$ cat config.mk
export PLATFORM = sky130hd
export DESIGN_NAME = ultrasonic_echo_range_meter_core_flat
export DESIGN_NICKNAME = d
export VERILOG_FILES = /design/src/rtl/uerm_pkg.sv /design/src/rtl/uerm_tick_if.sv /design/src/rtl/uerm_result_if.sv /design/src/rtl/uerm_range.sv /design/src/rtl/ultrasonic_echo_range_meter_core.sv /design/src/flat_wrapper.sv
export SDC_FILE = /design/constraint.sdc
export NUM_CORES = 1
export LEC_CHECK = 0
export BUFFER_PORTS_ARGS = -buffer_cell sky130_fd_sc_hd__buf_4
export CORE_MARGIN = 2
export CORE_UTILIZATION = 33
export CTS_CLUSTER_SIZE = 28
export DETAILED_ROUTE_END_ITERATION = 12
export HOLD_SLACK_MARGIN = 0.02
export SLEW_MARGIN = 20
export SYNTH_ARGS = -nofsm -noshare
export SYNTH_HDL_FRONTEND = slang
export SYNTH_SLANG_ARGS = --single-unit
$ cat constraint.sdc
create_clock -name clk -period 16 [get_ports clk]
set_input_delay 0.8 -clock clk [delete_from_list [all_inputs] [get_ports clk]]
set_output_delay 0.8 -clock clk [all_outputs]
set_load 0.01 [all_outputs]
$ cat src/rtl/uerm_pkg.sv
// Shared widths, register index codes and range-scaling constants for the
// ultrasonic echo range meter. No dependencies.

package uerm_pkg;

	// Accumulated pulse width and tick counter widths.
	localparam int WIDTH_BITS      = 18;
	localparam int TICK_COUNT_BITS = 20;

	// Configuration register widths.
	localparam int TRIG_BITS      = 8;
	localparam int RISE_TO_BITS   = 20;
	localparam int ECHO_TO_BITS   = 16;
	localparam int STEP_BITS      = 4;
	localparam int HOLD_BITS      = 20;
	localparam int CFG_DATA_BITS  = 20;
	localparam int CFG_INDEX_BITS = 3;
	localparam int RANGE_BITS     = 16;

	// Reset values of the configuration registers.
	localparam logic [TRIG_BITS-1:0]    TRIG_RESET    = TRIG_BITS'(20);
	localparam logic [RISE_TO_BITS-1:0] RISE_TO_RESET = RISE_TO_BITS'(100000);
	localparam logic [ECHO_TO_BITS-1:0] ECHO_TO_RESET = ECHO_TO_BITS'(60000);
	localparam logic [STEP_BITS-1:0]    STEP_RESET    = STEP_BITS'(4);
	localparam logic [HOLD_BITS-1:0]    HOLD_RESET    = HOLD_BITS'(1000000);

	// Range is floor(17 * width / 100). The product 17 * width is divided by
	// 100 through a reciprocal multiply; the reciprocal error stays below
	// 2^(RECIP_SHIFT - SCALED_BITS), which keeps the quotient exact.
	localparam int SCALED_BITS = WIDTH_BITS + 5;
	localparam int RECIP_SHIFT = SCALED_BITS + 7;
	localparam int RECIP_BITS  = RECIP_SHIFT - 6;
	localparam int PROD_BITS   = SCALED_BITS + RECIP_BITS;
	localparam int QUOT_BITS   = PROD_BITS - RECIP_SHIFT;
	localparam longint unsigned RECIP_VALUE =
		((64'd1 << RECIP_SHIFT) + 64'd99) / 64'd100;

	typedef logic [WIDTH_BITS-1:0]      width_t;
	typedef logic [TICK_COUNT_BITS-1:0] count_t;
	typedef logic [RANGE_BITS-1:0]      range_t;

	typedef enum logic [CFG_INDEX_BITS-1:0] {
		REG_TRIGGER_TICKS = 3'd0,
		REG_RISE_TIMEOUT  = 3'd1,
		REG_ECHO_TIMEOUT  = 3'd2,
		REG_WIDTH_STEP    = 3'd3,
		REG_HOLDOFF_TICKS = 3'd4
	} cfg_index_t;

endpackage

$ cat src/rtl/uerm_tick_if.sv
// Input channel: one timing tick carrying the sampled echo level.
// Depends on nothing.

interface uerm_tick_if;
	logic valid;
	logic ready;
	logic echo_level;

	modport source (output valid, output echo_level, input ready);
	modport sink (input valid, input echo_level, output ready);
endinterface

$ cat src/rtl/uerm_result_if.sv
// Output channel: one result per tick with trigger drive and report fields.
// Depends on uerm_pkg for the field types.

interface uerm_result_if;
	logic             valid;
	logic             ready;
	logic             trigger_level;
	logic             report_valid;
	uerm_pkg::width_t echo_width;
	uerm_pkg::range_t range_mm;
	logic             no_echo;
	logic             echo_too_long;

	modport source (output valid, output trigger_level, output report_valid,
		output echo_width, output range_mm, output no_echo, output echo_too_long,
		input ready);
	modport sink (input valid, input trigger_level, input report_valid,
		input echo_width, input range_mm, input no_echo, input echo_too_long,
		output ready);
endinterface

$ cat src/rtl/uerm_range.sv
// Converts a pulse width into range: floor(17 * width / 100), saturated.
// Depends on uerm_pkg for widths and the reciprocal constant.

module uerm_range (
	input  uerm_pkg::width_t echo_width,
	output uerm_pkg::range_t range_mm
);
	localparam logic [uerm_pkg::RECIP_BITS-1:0] RECIP =
		uerm_pkg::RECIP_BITS'(uerm_pkg::RECIP_VALUE);

	logic [uerm_pkg::SCALED_BITS-1:0] scaled;
	logic [uerm_pkg::PROD_BITS-1:0]   prod;
	logic [uerm_pkg::QUOT_BITS-1:0]   quot;

	// 17 * width as a shift and add.
	assign scaled = (uerm_pkg::SCALED_BITS'(echo_width) << 4)
		+ uerm_pkg::SCALED_BITS'(echo_width);
	assign prod = uerm_pkg::PROD_BITS'(scaled) * uerm_pkg::PROD_BITS'(RECIP);
	assign quot = prod[uerm_pkg::PROD_BITS-1:uerm_pkg::RECIP_SHIFT];

	always_comb begin
		if (quot > uerm_pkg::QUOT_BITS'({uerm_pkg::RANGE_BITS{1'b1}})) begin
			range_mm = '1;
		end else begin
			range_mm = uerm_pkg::RANGE_BITS'(quot);
		end
	end
endmodule

$ cat src/rtl/ultrasonic_echo_range_meter_core.sv
// Top level of the ultrasonic echo range meter: ranging sequencer, config
// registers and result register. Depends on uerm_pkg, uerm_tick_if,
// uerm_result_if and uerm_range.
//
//   Channel   Dir  Handshake       Contents
//   tick      in   valid/ready     echo_level, one request per timing tick
//   result    out  valid/ready     trigger, report flag, width, range, flags
//   cfg_*     in   cfg_we only     register index and write data
//
// Every accepted tick request yields exactly one result request. The next
// state and the result are computed combinationally from the registered state
// and the incoming echo level, and land in the result register together.
// Throughput is one tick per clock unless a result stall holds it; a result
// appears in the cycle after its tick is accepted. A new tick is accepted whenever the result
// register is empty or is being emptied in the same cycle, so a stall on
// the result side holds the tick side only while a result is waiting.
// Reset brings the sequencer to the start of the trigger phase with the
// counters cleared and the configuration registers at their defaults.

module ultrasonic_echo_range_meter_core (
	input  logic                                  clk,
	input  logic                                  arst_n,
	input  logic                                  cfg_we,
	input  logic [uerm_pkg::CFG_INDEX_BITS-1:0]   cfg_index,
	input  logic [uerm_pkg::CFG_DATA_BITS-1:0]    cfg_data,
	uerm_tick_if.sink                             tick,
	uerm_result_if.source                         result
);
	// Ranging cycle: trigger pulse, wait for echo rise, measure the echo
	// width, then hold off before the next trigger.
	typedef enum logic [1:0] {
		PH_TRIG = 2'd0,
		PH_RISE = 2'd1,
		PH_MEAS = 2'd2,
		PH_HOLD = 2'd3
	} phase_t;

	// Configuration registers.
	logic [uerm_pkg::TRIG_BITS-1:0]    trig_ticks_q;
	logic [uerm_pkg::RISE_TO_BITS-1:0] rise_to_q;
	logic [uerm_pkg::ECHO_TO_BITS-1:0] echo_to_q;
	logic [uerm_pkg::STEP_BITS-1:0]    step_q;
	logic [uerm_pkg::HOLD_BITS-1:0]    hold_q;

	// Sequencer state.
	phase_t           phase_q;
	uerm_pkg::count_t count_q;
	uerm_pkg::width_t wsum_q;
	logic             missed_q;

	// Result register.
	logic             res_valid_q;
	logic             trig_out_q;
	logic             report_q;
	uerm_pkg::width_t width_out_q;
	uerm_pkg::range_t range_out_q;
	logic             no_echo_q;
	logic             too_long_q;

	// Next-state and result logic.
	phase_t           phase_d;
	uerm_pkg::count_t count_d;
	uerm_pkg::width_t wsum_d;
	logic             missed_d;
	logic             trig_d;
	logic             report_d;
	logic             no_echo_d;
	logic             too_long_d;
	uerm_pkg::width_t rep_width;
	uerm_pkg::range_t rep_range;

	uerm_pkg::count_t count_inc;
	uerm_pkg::count_t meas_count;
	uerm_pkg::width_t meas_width;
	logic [uerm_pkg::WIDTH_BITS:0] width_sum_wide;
	uerm_pkg::count_t trig_lim;
	uerm_pkg::count_t rise_lim;
	uerm_pkg::count_t echo_lim;
	uerm_pkg::count_t hold_lim;
	phase_t           after_report;
	logic             accept;

	assign accept     = tick.valid && tick.ready;
	assign tick.ready = !res_valid_q || result.ready;

	// A zero limit behaves as a limit of one for trigger, rise and echo.
	assign trig_lim = (trig_ticks_q == '0) ? uerm_pkg::count_t'(1)
		: uerm_pkg::count_t'(trig_ticks_q);
	assign rise_lim = (rise_to_q == '0) ? uerm_pkg::count_t'(1)
		: uerm_pkg::count_t'(rise_to_q);
	assign echo_lim = (echo_to_q == '0) ? uerm_pkg::count_t'(1)
		: uerm_pkg::count_t'(echo_to_q);
	assign hold_lim = uerm_pkg::count_t'(hold_q);

	assign count_inc    = count_q + uerm_pkg::count_t'(1);
	assign after_report = (hold_q == '0) ? PH_TRIG : PH_HOLD;

	// A measured high tick: the rise wait starts the count afresh, the
	// measure phase continues it. The width saturates at all ones.
	assign meas_count     = (phase_q == PH_RISE) ? uerm_pkg::count_t'(1) : count_inc;
	assign width_sum_wide = {1'b0, wsum_q} + (uerm_pkg::WIDTH_BITS + 1)'(step_q);
	assign meas_width     = width_sum_wide[uerm_pkg::WIDTH_BITS] ? '1
		: width_sum_wide[uerm_pkg::WIDTH_BITS-1:0];

	always_comb begin
		phase_d    = phase_q;
		count_d    = count_q;
		wsum_d     = wsum_q;
		missed_d   = missed_q;
		trig_d     = 1'b0;
		report_d   = 1'b0;
		no_echo_d  = 1'b0;
		too_long_d = 1'b0;

		case (phase_q)
			PH_RISE, PH_MEAS: begin
				if (tick.echo_level) begin
					wsum_d  = meas_width;
					count_d = meas_count;
					phase_d = PH_MEAS;
					if (meas_count >= echo_lim) begin
						report_d   = 1'b1;
						too_long_d = 1'b1;
						no_echo_d  = missed_q;
						count_d    = '0;
						phase_d    = after_report;
					end
				end else if (phase_q == PH_MEAS) begin
					// The first low tick ends the measurement.
					report_d  = 1'b1;
					no_echo_d = missed_q;
					count_d   = '0;
					phase_d   = after_report;
				end else begin
					count_d = count_inc;
					if (count_inc >= rise_lim) begin
						missed_d  = 1'b1;
						wsum_d    = '0;
						report_d  = 1'b1;
						no_echo_d = 1'b1;
						count_d   = '0;
						phase_d   = after_report;
					end
				end
			end
			PH_HOLD: begin
				count_d = count_inc;
				if (count_inc >= hold_lim) begin
					phase_d = PH_TRIG;
					count_d = '0;
				end
			end
			default: begin
				// Trigger phase; the first tick of it clears the measurement.
				if (count_q == '0) begin
					wsum_d   = '0;
					missed_d = 1'b0;
				end
				trig_d  = 1'b1;
				count_d = count_inc;
				if (count_inc >= trig_lim) begin
					phase_d = PH_RISE;
					count_d = '0;
				end
			end
		endcase
	end

	// Fields of a report carry the width as it stands after this tick and
	// read as zero on ticks without a report.
	assign rep_width = report_d ? wsum_d : '0;

	uerm_range u_range (
		.echo_width (rep_width),
		.range_mm   (rep_range)
	);

	// Configuration writes; an index outside the register list is ignored.
	always_ff @(posedge clk or negedge arst_n) begin
		if (!arst_n) begin
			trig_ticks_q <= uerm_pkg::TRIG_RESET;
			rise_to_q    <= uerm_pkg::RISE_TO_RESET;
			echo_to_q    <= uerm_pkg::ECHO_TO_RESET;
			step_q       <= uerm_pkg::STEP_RESET;
			hold_q       <= uerm_pkg::HOLD_RESET;
		end else if (cfg_we) begin
			case (uerm_pkg::cfg_index_t'(cfg_index))
				uerm_pkg::REG_TRIGGER_TICKS: trig_ticks_q <= cfg_data[uerm_pkg::TRIG_BITS-1:0];
				uerm_pkg::REG_RISE_TIMEOUT:  rise_to_q    <= cfg_data[uerm_pkg::RISE_TO_BITS-1:0];
				uerm_pkg::REG_ECHO_TIMEOUT:  echo_to_q    <= cfg_data[uerm_pkg::ECHO_TO_BITS-1:0];
				uerm_pkg::REG_WIDTH_STEP:    step_q       <= cfg_data[uerm_pkg::STEP_BITS-1:0];
				uerm_pkg::REG_HOLDOFF_TICKS: hold_q       <= cfg_data[uerm_pkg::HOLD_BITS-1:0];
				default: begin
				end
			endcase
		end
	end

	// Sequencer state and the result valid flag.
	always_ff @(posedge clk or negedge arst_n) begin
		if (!arst_n) begin
			phase_q     <= PH_TRIG;
			count_q     <= '0;
			wsum_q      <= '0;
			missed_q    <= 1'b0;
			res_valid_q <= 1'b0;
		end else begin
			if (accept) begin
				phase_q     <= phase_d;
				count_q     <= count_d;
				wsum_q      <= wsum_d;
				missed_q    <= missed_d;
				res_valid_q <= 1'b1;
			end else if (result.ready) begin
				res_valid_q <= 1'b0;
			end
		end
	end

	// Result payload; loaded only when a tick is accepted.
	always_ff @(posedge clk) begin
		if (accept) begin
			trig_out_q  <= trig_d;
			report_q    <= report_d;
			width_out_q <= rep_width;
			range_out_q <= rep_range;
			no_echo_q   <= no_echo_d;
			too_long_q  <= too_long_d;
		end
	end

	assign result.valid         = res_valid_q;
	assign result.trigger_level = trig_out_q;
	assign result.report_valid  = report_q;
	assign result.echo_width    = width_out_q;
	assign result.range_mm      = range_out_q;
	assign result.no_echo       = no_echo_q;
	assign result.echo_too_long = too_long_q;
endmodule

$ cat src/flat_wrapper.sv
// flat-port wrapper written by rule: the top's interface ports become plain ports
module ultrasonic_echo_range_meter_core_flat 
  (clk, arst_n, cfg_we, cfg_index, cfg_data, tick_valid, tick_echo_level, tick_ready, result_valid, result_trigger_level, result_report_valid, result_echo_width, result_range_mm, result_no_echo, result_echo_too_long, result_ready);
  uerm_tick_if tick_i ();
  uerm_result_if result_i ();
  input  logic clk;
  input  logic arst_n;
  input  logic cfg_we;
  input  logic [uerm_pkg::CFG_INDEX_BITS-1:0] cfg_index;
  input  logic [uerm_pkg::CFG_DATA_BITS-1:0] cfg_data;
  input wire logic [$bits(tick_i.valid)-1:0] tick_valid;
  input wire logic [$bits(tick_i.echo_level)-1:0] tick_echo_level;
  output wire logic [$bits(tick_i.ready)-1:0] tick_ready;
  output wire logic [$bits(result_i.valid)-1:0] result_valid;
  output wire logic [$bits(result_i.trigger_level)-1:0] result_trigger_level;
  output wire logic [$bits(result_i.report_valid)-1:0] result_report_valid;
  output wire logic [$bits(result_i.echo_width)-1:0] result_echo_width;
  output wire logic [$bits(result_i.range_mm)-1:0] result_range_mm;
  output wire logic [$bits(result_i.no_echo)-1:0] result_no_echo;
  output wire logic [$bits(result_i.echo_too_long)-1:0] result_echo_too_long;
  input wire logic [$bits(result_i.ready)-1:0] result_ready;
  assign tick_i.valid = tick_valid;
  assign tick_i.echo_level = tick_echo_level;
  assign tick_ready = tick_i.ready;
  assign result_valid = result_i.valid;
  assign result_trigger_level = result_i.trigger_level;
  assign result_report_valid = result_i.report_valid;
  assign result_echo_width = result_i.echo_width;
  assign result_range_mm = result_i.range_mm;
  assign result_no_echo = result_i.no_echo;
  assign result_echo_too_long = result_i.echo_too_long;
  assign result_i.ready = result_ready;
  ultrasonic_echo_range_meter_core u_core (.clk(clk), .arst_n(arst_n), .cfg_we(cfg_we), .cfg_index(cfg_index), .cfg_data(cfg_data), .tick(tick_i), .result(result_i));
endmodule
==> flow_summary.json <==
{
  "max_freq_mhz": 68.90,
  "vias": 15120,
  "setup_violations": 0,
  "drive_gt1_share_pct": 8.617,
  "power.density_nw_per_um2": 90.15,
  "cts.htree.levels": 4,
  "clk_pin_slew_ns": 0.07,
  "hold_viol_final": 0,
  "yosys_warnings": 0,
  "avgViaCountPerCell": 5.076,
  "critPathKind": "register to register",
  "cp_slowest_cell": "a221oi_1",
  "critPathArrivalTime_ns": 14.74,
  "cap_violations": 0,
  "cts-root-buf": "clkbuf_16",
  "r2r_cells": 48,
  "final_nets": 2746,
  "clk_latency_ns": 0.50,
  "synth_edf_count": 38,
  "synth_fp_nets": 2702,
  "drtIter0Drc": 916,
  "synth_cell_type_count": 92,
  "drcViolationCount": 0,
  "netlist_area_um2": 19800,
  "startpoint": "u_core.count_q[0]",
  "cts_setup_buffers": 0,
  "numCtsBuffers": 17,
  "grt_pass1_wl_mm": 89.01,
  "yosys_most_used_dff": "dfrtp_1",
  "cp-start-kind": "register",
  "die_width_um": 249.0,
  "timing.rr.start": "u_core.count_q[0]",
  "rsz0062_at_grt": "false",
  "cts_num_sinks": 148,
  "clockBufferDepth": 2,
  "antenna_found_initial": 2,
  "slew_viol_final": 0,
  "p_leak_nw": 11.53,
  "ios": 69,
  "grt_max_degree": 65,
  "hold_class": "primary input to async pin",
  "relSlewSlack_pct": 24.77,
  "grt_pass1_vias": 15482,
  "fp.dieH_um": 249.0,
  "critPathMaxStageDelay_ns": 0.93,
  "die_area_um2": 61980,
  "ant_nets": 0,
  "synthCells": 2148,
  "avgSynthCellArea_um2": 9.219,
  "dp_hpwl_mm": 47.05,
  "cp.required_ns": 16.22,
  "path_max_fanout": 16,
  "drt_wl_total_mm": 56.31,
  "tightest_slew_ns": 1.129,
  "start_util_pct": 33.49,
  "final_cell_mix": "inv_1 (423), ha_1 (328), nand2_1 (199)",
  "hold_buffers": 0,
  "tns_ns": 0,
  "skew_ns": 0.03435,
  "post-route-period-util_pct": 90.72,
  "ys_ff_latch": 148,
  "place.gp.congestion": 0.9530,
  "nFillCells": 5987,
  "dp.cells": 2946,
  "wl_per_cell_um": 18.90,
  "ys_async_sr_fraction_pct": 74.32,
  "ctsResizeCount": 0,
  "fp-row-count": 89,
  "whs_ns": 0.4151,
  "vdd_ir_drop_max_mv": 0.08334,
  "seq_area_frac_synth_pct": 19.81,
  "dr.pass1.iters": 5,
  "status": "complete, no violations",
  "overflow": 0,
  "path_common_cell": "fa_1",
  "cp-end-kind": "register",
  "cts_tree": "yes",
  "syn2layout_area_growth_pct": 9.718,
  "core_area_um2": 59130,
  "grt_use_total_pct": 18.55,
  "final_common_cell": "inv_1",
  "fin_crit_ns": 14.51,
  "io_buffer_count": 68,
  "fin_cells": 2979,
  "power.total_mw": 1.959
}
[worst max-delay path, delay by kind of cell (launching register included)]
kind / cells / cell delay, ns
xor gates and xnor gates: 2 / 0.81
buffers and inverters: 6 / 0.74
AOI/OAI and AO/OA: 14 / 3.64
DFF: 1 / 0.47
adders and majority gates: 11 / 4.89
and+or+nand+nor: 15 / 3.71
[report_power, final]
group,internal (mW),total [mW],switching [mW],leakage [nW]
Clock,0.221,0.426,0.205,0.296
Sequential,0.454,0.499,0.0450,1.74
Combinational,0.369,1.03,0.664,9.49
[Yosys cell counts, drive strengths merged (9+ instances only)]
master / number / share of area, %
xnor2: 41 / 1.8
o31ai: 9 / 0.41
dfrtp: 87 / 11
a21oi: 87 / 2.2
mux2: 9 / 0.51
clkbuf: 37 / 0.71
o211ai: 13 / 0.52
or3: 12 / 0.38
xor2: 31 / 1.4
a21o: 58 / 2.2
edfxtp: 38 / 5.8
nand2: 200 / 3.8
o21bai: 9 / 0.40
ha: 328 / 21
o21ai: 130 / 3.3
o21a: 11 / 0.42
nand2b: 17 / 0.54
nor4: 28 / 1.1
nor2b: 23 / 0.73
fa: 197 / 20
buf: 18 / 0.54
nor3: 24 / 0.66
inv: 424 / 8.0
and2: 18 / 0.57
and3: 18 / 0.57
nor2: 90 / 1.7
nand4: 21 / 0.89
nand3: 37 / 0.94
dfstp: 23 / 3.1
[layer usage]
layer	GRT usage [%]	vias to the layer above	part of all wire [%]
li1	-	7240	-
met1	25.02	7420	46
met2	30.52	383	47
met3	3.239	77	4.9
met4	5.160	0	2.5
met5	0	-	0
[state kept, by name, summed over array words and instances, names as in the netlist]
signal                       cells
u_core.result.range_mm          16
u_core.result.echo_too_long      1
u_core.missed_q                  1
u_core.result.echo_width        18
u_core.phase_q                   2
u_core.result.valid              1
u_core.echo_to_q                16
u_core.trig_ticks_q              8
u_core.rise_to_q                20
u_core.result.no_echo            1
u_core.hold_lim                 20
u_core.wsum_q                   18
u_core.count_q                  20
u_core.result.report_valid       1
u_core.step_q                    4
u_core.result.trigger_level      1
[final timing paths]
check                                              to  slack (ns)
setup / recovery           u_core.result.range_mm[13]        1.49
hold / removal                    u_core.echo_to_q[4]        0.42
setup reg to reg           u_core.result.range_mm[13]        1.49
hold reg to reg                u_core.trig_ticks_q[0]        0.51
max in group asynchronous          u_core.count_q[18]       14.38
min in group clk               u_core.trig_ticks_q[0]        0.51
[per-stage QoR]
step	cell area, um2	utilization [%]	setup WS, ns
4_1_cts	21720	36.74	1.559
3_3_place_gp	21140	35.75	1.768
5_1_grt	21720	36.74	0.5876
6_report	21730	36.74	1.485
3_5_place_dp	21140	35.75	1.625
2_1_floorplan	19800	-	3.366
[cell type report]
| cell class | instances | area (um2) | share of cell area [%] |
|---|---|---|---|
| Multi-Input combinational cell | 1521 | 14060 | 64.70 |
| Sequential cell | 148 | 3923 | 18.05 |
| Inverter | 424 | 1592 | 7.325 |
| Tap cell | 773 | 967.2 | 4.451 |
| Timing Repair Buffer | 80 | 600.6 | 2.764 |
| Clock buffer | 17 | 425.4 | 1.958 |
| Clock inverter | 15 | 160.2 | 0.7371 |
| Antenna cell | 1 | 2.502 | 0.01152 |
[kinds of logic after synthesis]
kind of cell             count (synthesis)  share of synthesized area, %
AO/OA/AOI/OAI                          394                         13.26
XOR/XNOR                                72                         3.184
adder cells (fa/ha/maj)                525                         40.64
buffers and inverters                  479                         9.294
flip-flops                             148                         19.81
multiplexers                            12                        0.6634
AND/OR/NAND/NOR                        518                         13.15
Power figures use the tool's default switching activity.
